<file path="config.mk">
export PLATFORM = sky130hd
export DESIGN_NAME = acf_front
export DESIGN_NICKNAME = d
export VERILOG_FILES = /design/src/rtl/acf_pkg.sv /design/src/rtl/acf_fifo.sv /design/src/rtl/acf_front.sv
export SDC_FILE = /design/constraint.sdc
export NUM_CORES = 1
export LEC_CHECK = 0
export ABC_AREA = 1
export BUFFER_PORTS_ARGS = -buffer_cell sky130_fd_sc_hd__buf_4
export CORE_ASPECT_RATIO = 2
export CORE_UTILIZATION = 25
export CTS_CLUSTER_DIAMETER = 50
export DETAILED_ROUTE_END_ITERATION = 8
export SLEW_MARGIN = 20
export SYNTH_ARGS = -nofsm -noshare
export SYNTH_HDL_FRONTEND = slang
export SYNTH_HIERARCHICAL = 1
export SYNTH_SLANG_ARGS = --single-unit
</file>
<file path="constraint.sdc">
create_clock -name clk_i -period 11.3 [get_ports clk_i]
set_clock_uncertainty 0.2 [all_clocks]
set_input_delay 0.565 -clock clk_i [delete_from_list [all_inputs] [get_ports clk_i]]
set_output_delay 0.565 -clock clk_i [all_outputs]
set_load 0.01 [all_outputs]
</file>
<file path="src/rtl/acf_pkg.sv">
// Shared types, constants and the AES S-box for the frame encryptor.
package acf_pkg;

  localparam int HEADER_BYTES    = 3;
  localparam int MAX_PAYLOAD_DEF = 255;
  localparam int IN_FIFO_DEPTH   = 4;
  localparam int OUT_FIFO_DEPTH  = 8;
  localparam int MAC_TAIL_SKIP   = 3;

  localparam logic [7:0]   B0_FLAG  = 8'd89;
  localparam logic [7:0]   CTR_FLAG = 8'd1;
  localparam logic [15:0]  SUM_MASK = 16'hFFFF;
  localparam logic [127:0] FIXED_BLOCK = 128'h97CFB802844143DE56002B3B34780A5D;

  // Configuration register indexes
  localparam logic [1:0] REG_KEY_LOW  = 2'd0;
  localparam logic [1:0] REG_KEY_HIGH = 2'd1;
  localparam logic [1:0] REG_NONCE    = 2'd2;

  typedef enum logic [1:0] {
    KIND_HDR,
    KIND_PAY,
    KIND_DROP
  } kind_e;

  // One classified word handed from the front to the back
  typedef struct packed {
    logic [7:0]  data;
    logic [31:0] ctr;
    logic [7:0]  mac_len;
    kind_e       kind;
    logic        first;
    logic [3:0]  k;
    logic        in_mac;
    logic        mac_end;
    logic        fin_abs;
    logic        last;
  } item_t;

  localparam logic [7:0] SBOX [256] = '{
    8'h63,8'h7c,8'h77,8'h7b,8'hf2,8'h6b,8'h6f,8'hc5,8'h30,8'h01,8'h67,8'h2b,8'hfe,8'hd7,8'hab,8'h76,
    8'hca,8'h82,8'hc9,8'h7d,8'hfa,8'h59,8'h47,8'hf0,8'had,8'hd4,8'ha2,8'haf,8'h9c,8'ha4,8'h72,8'hc0,
    8'hb7,8'hfd,8'h93,8'h26,8'h36,8'h3f,8'hf7,8'hcc,8'h34,8'ha5,8'he5,8'hf1,8'h71,8'hd8,8'h31,8'h15,
    8'h04,8'hc7,8'h23,8'hc3,8'h18,8'h96,8'h05,8'h9a,8'h07,8'h12,8'h80,8'he2,8'heb,8'h27,8'hb2,8'h75,
    8'h09,8'h83,8'h2c,8'h1a,8'h1b,8'h6e,8'h5a,8'ha0,8'h52,8'h3b,8'hd6,8'hb3,8'h29,8'he3,8'h2f,8'h84,
    8'h53,8'hd1,8'h00,8'hed,8'h20,8'hfc,8'hb1,8'h5b,8'h6a,8'hcb,8'hbe,8'h39,8'h4a,8'h4c,8'h58,8'hcf,
    8'hd0,8'hef,8'haa,8'hfb,8'h43,8'h4d,8'h33,8'h85,8'h45,8'hf9,8'h02,8'h7f,8'h50,8'h3c,8'h9f,8'ha8,
    8'h51,8'ha3,8'h40,8'h8f,8'h92,8'h9d,8'h38,8'hf5,8'hbc,8'hb6,8'hda,8'h21,8'h10,8'hff,8'hf3,8'hd2,
    8'hcd,8'h0c,8'h13,8'hec,8'h5f,8'h97,8'h44,8'h17,8'hc4,8'ha7,8'h7e,8'h3d,8'h64,8'h5d,8'h19,8'h73,
    8'h60,8'h81,8'h4f,8'hdc,8'h22,8'h2a,8'h90,8'h88,8'h46,8'hee,8'hb8,8'h14,8'hde,8'h5e,8'h0b,8'hdb,
    8'he0,8'h32,8'h3a,8'h0a,8'h49,8'h06,8'h24,8'h5c,8'hc2,8'hd3,8'hac,8'h62,8'h91,8'h95,8'he4,8'h79,
    8'he7,8'hc8,8'h37,8'h6d,8'h8d,8'hd5,8'h4e,8'ha9,8'h6c,8'h56,8'hf4,8'hea,8'h65,8'h7a,8'hae,8'h08,
    8'hba,8'h78,8'h25,8'h2e,8'h1c,8'ha6,8'hb4,8'hc6,8'he8,8'hdd,8'h74,8'h1f,8'h4b,8'hbd,8'h8b,8'h8a,
    8'h70,8'h3e,8'hb5,8'h66,8'h48,8'h03,8'hf6,8'h0e,8'h61,8'h35,8'h57,8'hb9,8'h86,8'hc1,8'h1d,8'h9e,
    8'he1,8'hf8,8'h98,8'h11,8'h69,8'hd9,8'h8e,8'h94,8'h9b,8'h1e,8'h87,8'he9,8'hce,8'h55,8'h28,8'hdf,
    8'h8c,8'ha1,8'h89,8'h0d,8'hbf,8'he6,8'h42,8'h68,8'h41,8'h99,8'h2d,8'h0f,8'hb0,8'h54,8'hbb,8'h16
  };

  function automatic logic [7:0] sbox_f(input logic [7:0] a);
    return SBOX[a];
  endfunction

  function automatic logic [7:0] xtime_f(input logic [7:0] x);
    return {x[6:0], 1'b0} ^ (x[7] ? 8'h1b : 8'h00);
  endfunction

  // Byte k of a 128-bit block, byte 0 in the top bits
  function automatic logic [7:0] get_byte_f(input logic [127:0] b, input logic [3:0] k);
    return b[{4'd15 - k, 3'b000} +: 8];
  endfunction

endpackage

</file>
<file path="src/rtl/acf_fifo.sv">
// Small register queue with head-of-queue read.
module acf_fifo #(
  parameter int WIDTH = 8,
  parameter int DEPTH = 4
) (
  input  logic             clk_i,
  input  logic             rst_ni,
  input  logic             wr_i,
  input  logic [WIDTH-1:0] wdata_i,
  input  logic             rd_i,
  output logic [WIDTH-1:0] rdata_o,
  output logic             full_o,
  output logic             empty_o
);
  localparam int AW = (DEPTH > 1) ? $clog2(DEPTH) : 1;
  localparam int CW = $clog2(DEPTH + 1);

  logic [WIDTH-1:0] mem_q [DEPTH];
  logic [AW-1:0]    wp_q, rp_q;
  logic [CW-1:0]    cnt_q;
  logic             do_wr, do_rd;

  assign full_o  = (cnt_q == CW'(DEPTH));
  assign empty_o = (cnt_q == '0);
  assign do_wr   = wr_i && !full_o;
  assign do_rd   = rd_i && !empty_o;
  assign rdata_o = mem_q[rp_q];

  always_ff @(posedge clk_i) begin
    if (do_wr) begin
      mem_q[wp_q] <= wdata_i;
    end
  end

  always_ff @(posedge clk_i or negedge rst_ni) begin
    if (!rst_ni) begin
      wp_q  <= '0;
      rp_q  <= '0;
      cnt_q <= '0;
    end else begin
      if (do_wr) begin
        wp_q <= (wp_q == AW'(DEPTH - 1)) ? '0 : wp_q + 1'b1;
      end
      if (do_rd) begin
        rp_q <= (rp_q == AW'(DEPTH - 1)) ? '0 : rp_q + 1'b1;
      end
      if (do_wr && !do_rd) begin
        cnt_q <= cnt_q + 1'b1;
      end else if (do_rd && !do_wr) begin
        cnt_q <= cnt_q - 1'b1;
      end
    end
  end
endmodule

</file>
<file path="src/rtl/acf_front.sv">
// Front end: tracks frame position, classifies each word and queues it.
module acf_front import acf_pkg::*; #(
  parameter int MAX_PAYLOAD = MAX_PAYLOAD_DEF
) (
  input  logic        clk_i,
  input  logic        rst_ni,
  input  logic        push_i,
  output logic        full_o,
  input  logic [7:0]  data_byte_i,
  input  logic [31:0] msg_counter_i,
  input  logic [7:0]  payload_length_i,
  input  logic        last_byte_i,
  input  logic        pop_i,
  output item_t       item_o,
  output logic        empty_o
);
  localparam int PW = $clog2(MAX_PAYLOAD + HEADER_BYTES + 1);
  localparam int CW = (PW > 8) ? PW : 8;

  logic [PW-1:0] pos_q;
  logic [CW-1:0] pos_w, q, pos_n, tk, ml_w;
  logic [7:0]    mac_len;
  item_t         it;
  logic          acc;

  assign acc = push_i && !full_o;

  always_comb begin
    mac_len = (payload_length_i >= 8'(MAC_TAIL_SKIP)) ?
              payload_length_i - 8'(MAC_TAIL_SKIP) : 8'd0;
    ml_w  = CW'(mac_len);
    pos_w = CW'(pos_q);
    q     = pos_w - CW'(HEADER_BYTES);
    it.data    = data_byte_i;
    it.ctr     = msg_counter_i;
    it.mac_len = mac_len;
    it.first   = (pos_q == '0);
    it.last    = last_byte_i;
    it.in_mac  = 1'b0;
    it.mac_end = 1'b0;
    if (pos_w < CW'(HEADER_BYTES)) begin
      it.kind    = KIND_HDR;
      it.k       = pos_w[3:0];
      it.mac_end = (pos_w == CW'(HEADER_BYTES - 1));
      pos_n      = pos_w + 1'b1;
    end else if (q < CW'(MAX_PAYLOAD)) begin
      it.kind    = KIND_PAY;
      it.k       = q[3:0];
      it.in_mac  = (q < ml_w);
      it.mac_end = it.in_mac && ((q[3:0] == 4'd15) || (q == ml_w - 1'b1));
      pos_n      = pos_w + 1'b1;
    end else begin
      it.kind    = KIND_DROP;
      it.k       = q[3:0];
      pos_n      = pos_w;
    end
    // Pad and absorb a partly gathered block at the end of the frame
    tk = pos_n - CW'(HEADER_BYTES);
    if (pos_n < CW'(HEADER_BYTES)) begin
      it.fin_abs = 1'b1;
    end else begin
      it.fin_abs = (tk < ml_w) && (tk[3:0] != 4'd0);
    end
  end

  always_ff @(posedge clk_i or negedge rst_ni) begin
    if (!rst_ni) begin
      pos_q <= '0;
    end else if (acc) begin
      pos_q <= last_byte_i ? '0 : pos_n[PW-1:0];
    end
  end

  acf_fifo #(
    .WIDTH($bits(item_t)),
    .DEPTH(IN_FIFO_DEPTH)
  ) u_in_fifo (
    .clk_i  (clk_i),
    .rst_ni (rst_ni),
    .wr_i   (acc),
    .wdata_i(it),
    .rd_i   (pop_i),
    .rdata_o(item_o),
    .full_o (full_o),
    .empty_o(empty_o)
  );
endmodule

</file>
# After elaboration in Yosys (flattened, before gate mapping)
# Memory sizes are Yosys's and may differ from the RTL's.
# Index checks and enable logic that the tools add are counted.
dict set report word_totals {
  regBits 16
  latch_bits 0
  ram_bits 236
  rom_bits 0
  inputBits 53
  output_inout_bits 61
  elab_cells 59
  n_memories 1
}
dict set report op_classes {
  addsub 9
  mul 0
  n_div 0
  order_cmp 6
  eq_ne 6
  shifts 0
  muxes 17
  n_bitwise 0
  n_reduce_logical 16
}
# memory words word_bits rd rd_clocked_by_memory_dff write_ports line_no
set mem_list {}
lappend mem_list {u_in_fifo.mem_q 4 59 1 0 1 acf_fifo.sv:18} ;# logic [WIDTH-1:0] mem_q [DEPTH];
# cell n
set op_table {}
lappend op_table {{$mux 9} 3}
lappend op_table {{$lt 9x2->1 const B} 2}
lappend op_table {{$lt 9x8->1} 2}
lappend op_table {{$sub 9x2->9 const B} 2}
lappend op_table {{$mux 2} 5}
lappend op_table {{$add 9x1->9 const B} 1}
lappend op_table {{$eq 9x2->1 const B} 1}
lappend op_table {{$eq 9x9->1} 1}
lappend op_table {{$logic_not 9->1} 1}
lappend op_table {{$lt 9x8->1 const B} 1}
lappend op_table {{$sub 8x1->9 const B} 1}
lappend op_table {{$ge 8x2->1 const B} 1}
lappend op_table {{$mux 8} 1}
lappend op_table {{$sub 8x2->8 const B} 1}
lappend op_table {{$logic_and 1x1->1} 7}
lappend op_table {{$mux 3} 2}
lappend op_table {{$mux 1} 5}
lappend op_table {{$add 2x1->2 const B} 2}
lappend op_table {{$eq 2x2->1 const B} 2}
lappend op_table {{$eq 4x4->1 const B} 1}
lappend op_table {{$logic_not 1->1} 4}
lappend op_table {{$mux 4} 1}
lappend op_table {{$reduce_bool 4->1} 1}
lappend op_table {{$add 3x1->3 const B} 1}
lappend op_table {{other kinds (5)} 5}

# Depth between registers and ports, before layout
dict set report depth {
  word_depth 8
  mapped_depth 26
  depth_no_buf 26
}

# Cells and area by module
# The synthesis kept the hierarchy.
# mod n_inst cells_each area_per_inst_um2 seq_area_each_um2
set modules_own_cells {}
lappend modules_own_cells {acf_fifo 1 749 9753.1 7262.0}
lappend modules_own_cells {acf_front 1 303 1845.5 225.2}

# Worst setup path after synthesis
# No wires, ideal clock.
dict set report synth_timing {
  kind {register to register}
  start {register u_in_fifo.cnt_q[0]}
  end {memory u_in_fifo/mem_q[0][0] in the netlist's numbering (enable)}
  setup_time_ps 476
  arrival_time_ps 3863
  t_required_ps 10624
  setup_slack_ps 6760
  path_stages_with_launch 8
  n_path_buf 1
  synth_period_minus_slack_ps 4540
  path_cell_list {dfrtp_1 inv_1 nand3_1 inv_1 nor2_1 clkbuf_1 nand2_1 nor2_1}
}
dict set report synth_between {
  elab_chain_cells 6
}
# item line_no
set synth_rtl {}
lappend synth_rtl {{start, declared} acf_fifo.sv:20} ;# logic [CW-1:0] cnt_q;
lappend synth_rtl {{start signal, assigned} acf_fifo.sv:48} ;# cnt_q <= cnt_q + 1'b1;
lappend synth_rtl {{start signal, assigned} acf_fifo.sv:50} ;# cnt_q <= cnt_q - 1'b1;
lappend synth_rtl {{$eq 3x3->1} acf_fifo.sv:23} ;# assign full_o = (cnt_q == CW'(DEPTH));
lappend synth_rtl {{net full_o} acf_front.sv:8} ;# output logic full_o,
lappend synth_rtl {{$logic_not 1->1} acf_front.sv:26} ;# assign acc = push_i && !full_o;
lappend synth_rtl {{$logic_and 1x1->1} acf_front.sv:26}
lappend synth_rtl {{net acc} acf_front.sv:24} ;# logic acc;
lappend synth_rtl {{$logic_and 1x1->1} acf_fifo.sv:25} ;# assign do_wr = wr_i && !full_o;
lappend synth_rtl {{$mux 1} acf_fifo.sv:30} ;# if (do_wr) begin
lappend synth_rtl {{$mux 1 (not written as such)} acf_fifo.sv:31} ;# mem_q[wp_q] <= wdata_i;
lappend synth_rtl {{end, declared} acf_fifo.sv:18}
# The timed path passes the listed nets, and every way through them passes these cells.

==> results.txt <==
- Outcome: finished, final reports clean
- Clk Tree Root Cell: clkbuf_16
* Later-pin clock latency in the skew report: 0.53 ns
- The sequential cells in the finished layout cover a total of around 7500 sq um.
* Worst Setup Path Type: register to register
- Nets: between 1000 and 1500
* Number of buffers on the longest clock path: 3
- Number of diodes added for antenna fixing: 0
* Mean routed wirelength per cell: roughly 16 um
- Entering global routing, the biggest net connects 117 pins.
* Worst min path class: input pin to register
* Highest clock frequency the design can meet: about 0.24 GHz
- Total vias in the final route: between 7000 and 8000
- Share of post-route cells with drive strength above 1: 16.1%
* Effective utilization at floorplan: between 20 and 30%
- Hold-critical path depth: 1
* Buf+Inv Stages, Crit Path: 2
- The worst setup path is launched from a register.
- Number of DRC violations after detailed-routing iteration 0: 371
- Setup slack on the worst reg-to-reg path comes out at between 7 and 8 ns.
- Leakage: ~0.0057 uW
- Worst max-slew margin expressed relative to the limit: 28.8%
- Avg Synthesized Cell Area: 11.0 sq um
- The slowest stage of the critical path is the dfrtp_1 cell.
- In this run the vertical extent of the chip is 307 um.
* Number of max-slew violations in the final report: 0
- Setup violations remaining at the end of the flow were counted as 0.
* Arrival time at the worst endpoint: between 4 and 5 ns
- STA classifies the critical path endpoint as a register.
- Global-route wire length before repair: 42600 um
- Buffers added to address setup during post-CTS repair amount to 0.
* Cell row count: ~110
- Dominant delay contributor by cell family on the critical path: simple AND/OR/NAND/NOR gates
- The core region is between 40000 and 50000 sq um.
- Data on the critical path is required at its endpoint by approximately 11 ns.
- Main flop type after synthesis: edfxtp_1
- Setup repair after global routing left no endpoint under its margin.
* Area growth from synthesis to layout: 19.3%
- The worst path uses between 30% and 40% of the clock period.
- Number of H-tree levels: 1
* FF-to-FF End: u_in_fifo/mem_q[0][1]
- At the end of routability-driven placement, the weighted congestion stood at between 0.8 and 0.9.
- IR analysis of the VDD net gives a maximum drop of about 0.000093 V.
- By area the synthesized netlist is led by edfxtp_1 (61%), nand2_1 (9.0%), o211ai_1 (7.7%).
* Transition time at the pin with the least slew margin: between 1 and 1.5 ns
* CTS Buf Count: 23
* Share of total power consumed by net switching: 37.5%
- Combinational share of power: approximately 41%
- Aggregate routed wire length: ~28000 um
* Clock transition at the registers of the reported paths: approximately 0.070 ns
- TNS Setup: 0 ns
* Beginning of the worst register-to-register path: pos_q[0]
- Clock share of power: approximately a fifth
* Internal Power: between 2000 and 2500 uW
- The clock drives 252 sinks.
- Number of nets in the synthesized netlist: about 1100
* Count of cells resized by post-cts repair: 0
- For this run, the number of Yosys warnings is 6.
- Sequential cell fraction of total power: 38.2%
* R2R depth: 26
- In this run the horizontal extent of the chip is approximately 150 um.
- The cell area that synthesis handed to floorplanning was approximately 12000 sq um.
- For this run, design rule violations remaining after detail routing come to 0.
- After synthesis the netlist holds a flip-flop and latch count of 252.
- Cell taking the most area after synthesis: edfxtp_1
- Time the final worst path needs with I/O delays and setup: between 4 and 5 ns
- By instance count, the cell type seen most on the critical path is nand2_1.
- Pin placement for this block handled 114 I/O pins.
- For this run, the total global-route usage over all layers was measured as a little under an eighth.
* Critical hold path startpoint: msg_counter_i[19]
- Cell variety after synth: 37
* Post-synthesis cell count: ~1100
- Drt via density: between 4 and 5
- Async set or reset register ratio after synthesis: 6.35%
* Overall overflow remaining after global route: 0
- Final hold analysis gives a worst-case slack of 0.0343 ns.
- Number of enable flip-flop cells after synthesis: about 240
* Highest cell delay on the worst timing path: between 0.4 and 0.5 ns
- Hold Buf Count CTS: 1
* Total power density per cell area: between 200 and 300 nW/um^2
* Max-Cap Viols: 0
- Buffers placed on the I/O ports in this run total ~110.
* Number of global-route vias before repair: approximately 7800
* Antenna violations before repair: 1
- Number of routed nets with antenna violations: 0
- In this run the worst setup path begins at pos_q[0].
* Highest fanout seen on the critical path: 14
- The synthesized design devotes to its leading area cell type 61.1% of total area.
- Floorplan die area: between 40000 and 50000 sq um
- Measured on the finished design, the core utilization comes to a little under a third.
- Fraction of the yosys area taken by sequential cells: 64.6%
- DR pass1 iterations: 4
- Clock tree from TritonCTS: built
- Switching power total: roughly 1300 uW
- The path with the worst hold slack has its endpoint at u_in_fifo/mem_q[3][38].
- DP Wirelength: 19100 um
- The layout has 4606 filler cells.
- Count of endpoints failing hold in the final timing report: 0
- In the final layout, the multi-input gates occupy 3220 sq um.
==> per-stage QoR <==
stage	setup WS (ns)	power (uW)	area [sq um]	std cells
3_3_place_gp	7.11	2760	13000	1697
6_report	7.06	3500	13800	1743
2_1_floorplan	6.76	2220	11600	1052
5_1_grt	6.67	3740	13800	1743
3_5_place_dp	7.06	2810	13100	1699
4_1_cts	7.02	3560	13800	1742
==> cells in the final DEF, fill, tap and decap left out, types with 3 or more instances in the layout <==
cell type | netlist | final
nand2_1 | 277 | 277
xor2_1 | 20 | 20
nor2_4 | 2 | 6
inv_1 | 179 | 179
clkinv_2 | 0 | 5
edfxtp_1 | 236 | 236
dfrtp_1 | 16 | 14
clkbuf_16 | 0 | 23
clkbuf_1 | 7 | 3
inv_2 | 5 | 5
buf_4 | 6 | 121
o22ai_1 | 7 | 7
o211ai_1 | 119 | 119
nor2_2 | 5 | 5
nand4_1 | 9 | 9
buf_16 | 0 | 3
nand3_2 | 3 | 3
clkinv_1 | 0 | 3
ha_1 | 27 | 27
o21ai_0 | 10 | 10
nor2_1 | 32 | 28
a21oi_1 | 4 | 4
inv_6 | 0 | 3
nand3_1 | 38 | 38
==> worst max path at each step <==
stage | cells past startpoint | endpoint
detailed placement | 26 | u_in_fifo/mem_q[0][1]
global placement | 26 | u_in_fifo/mem_q[0][1]
global route | 20 | u_in_fifo/mem_q[0][1]
finish | 26 | u_in_fifo/mem_q[0][1]
floorplan | 7 | u_in_fifo/mem_q[0][0]
CTS | 26 | u_in_fifo/mem_q[0][1]
==> cell type report <==
| type | instances | area share [%] |
|---|---|---|
| Tap cell | 565 | 5.11 |
| Timing Repair Buffer | 126 | 7.32 |
| Inverter | 184 | 4.99 |
| Multi-Input combinational cell | 574 | 23.3 |
| Clock buffer | 26 | 4.24 |
| Clock inverter | 16 | 0.904 |
| Sequential cell | 252 | 54.2 |
==> cells by family (layout without fill, tap and decap cells) <==
| logic type | after synthesis | after routing | synth area share (%) |
|---|---|---|---|
| simple gates | 374 | 374 | 13.4 |
| flops | 252 | 252 | 64.6 |
| buf+inv | 226 | 352 | 7.93 |
| compound gates | 149 | 149 | 9.27 |
| fa+ha+maj | 28 | 28 | 3.09 |
| xor+xnor | 23 | 23 | 1.80 |
==> state kept, by name (all words and copies together), names as in the netlist <==
register	cells
u_in_fifo/wp_q	2
pos_q	9
u_in_fifo/mem_q	236
u_in_fifo/cnt_q	3
u_in_fifo/rp_q	2
==> metal layers <==
metal	vias up	GRT usage (%)	wire, um
met5	-	0	13
met4	2	6.95	1460
met3	62	1.59	1040
met2	155	23.5	15300
met1	3665	11.5	10200
li1	3778	-	-
==> power groups by stage <==
stage                     registers (uW)  clock network [uW]  logic [uW]
after floorplan                     1330                   0         892
after global placement              1350                   0        1410
after detailed placement            1360                   0        1450
after CTS                           1340                 770        1460
after global routing                1350                 801        1590
final                               1340                 742        1420
==> Yosys cell counts, types with 2 or more instances <==
cell,number
nand4_1,9
o21ai_2,2
inv_2,5
nor2_1,32
o211ai_1,119
ha_1,27
buf_4,6
nand3_2,3
xor2_1,20
buf_2,27
o21bai_1,2
nor2_2,5
xnor2_1,2
buf_6,2
a211oi_1,2
edfxtp_1,236
o22ai_1,7
nand3_1,38
inv_1,179
a21oi_1,4
nand2_2,2
nand2_1,277
clkbuf_1,7
nor2_4,2
o21ai_0,10
dfrtp_1,16
Power figures use the tool's default switching activity.
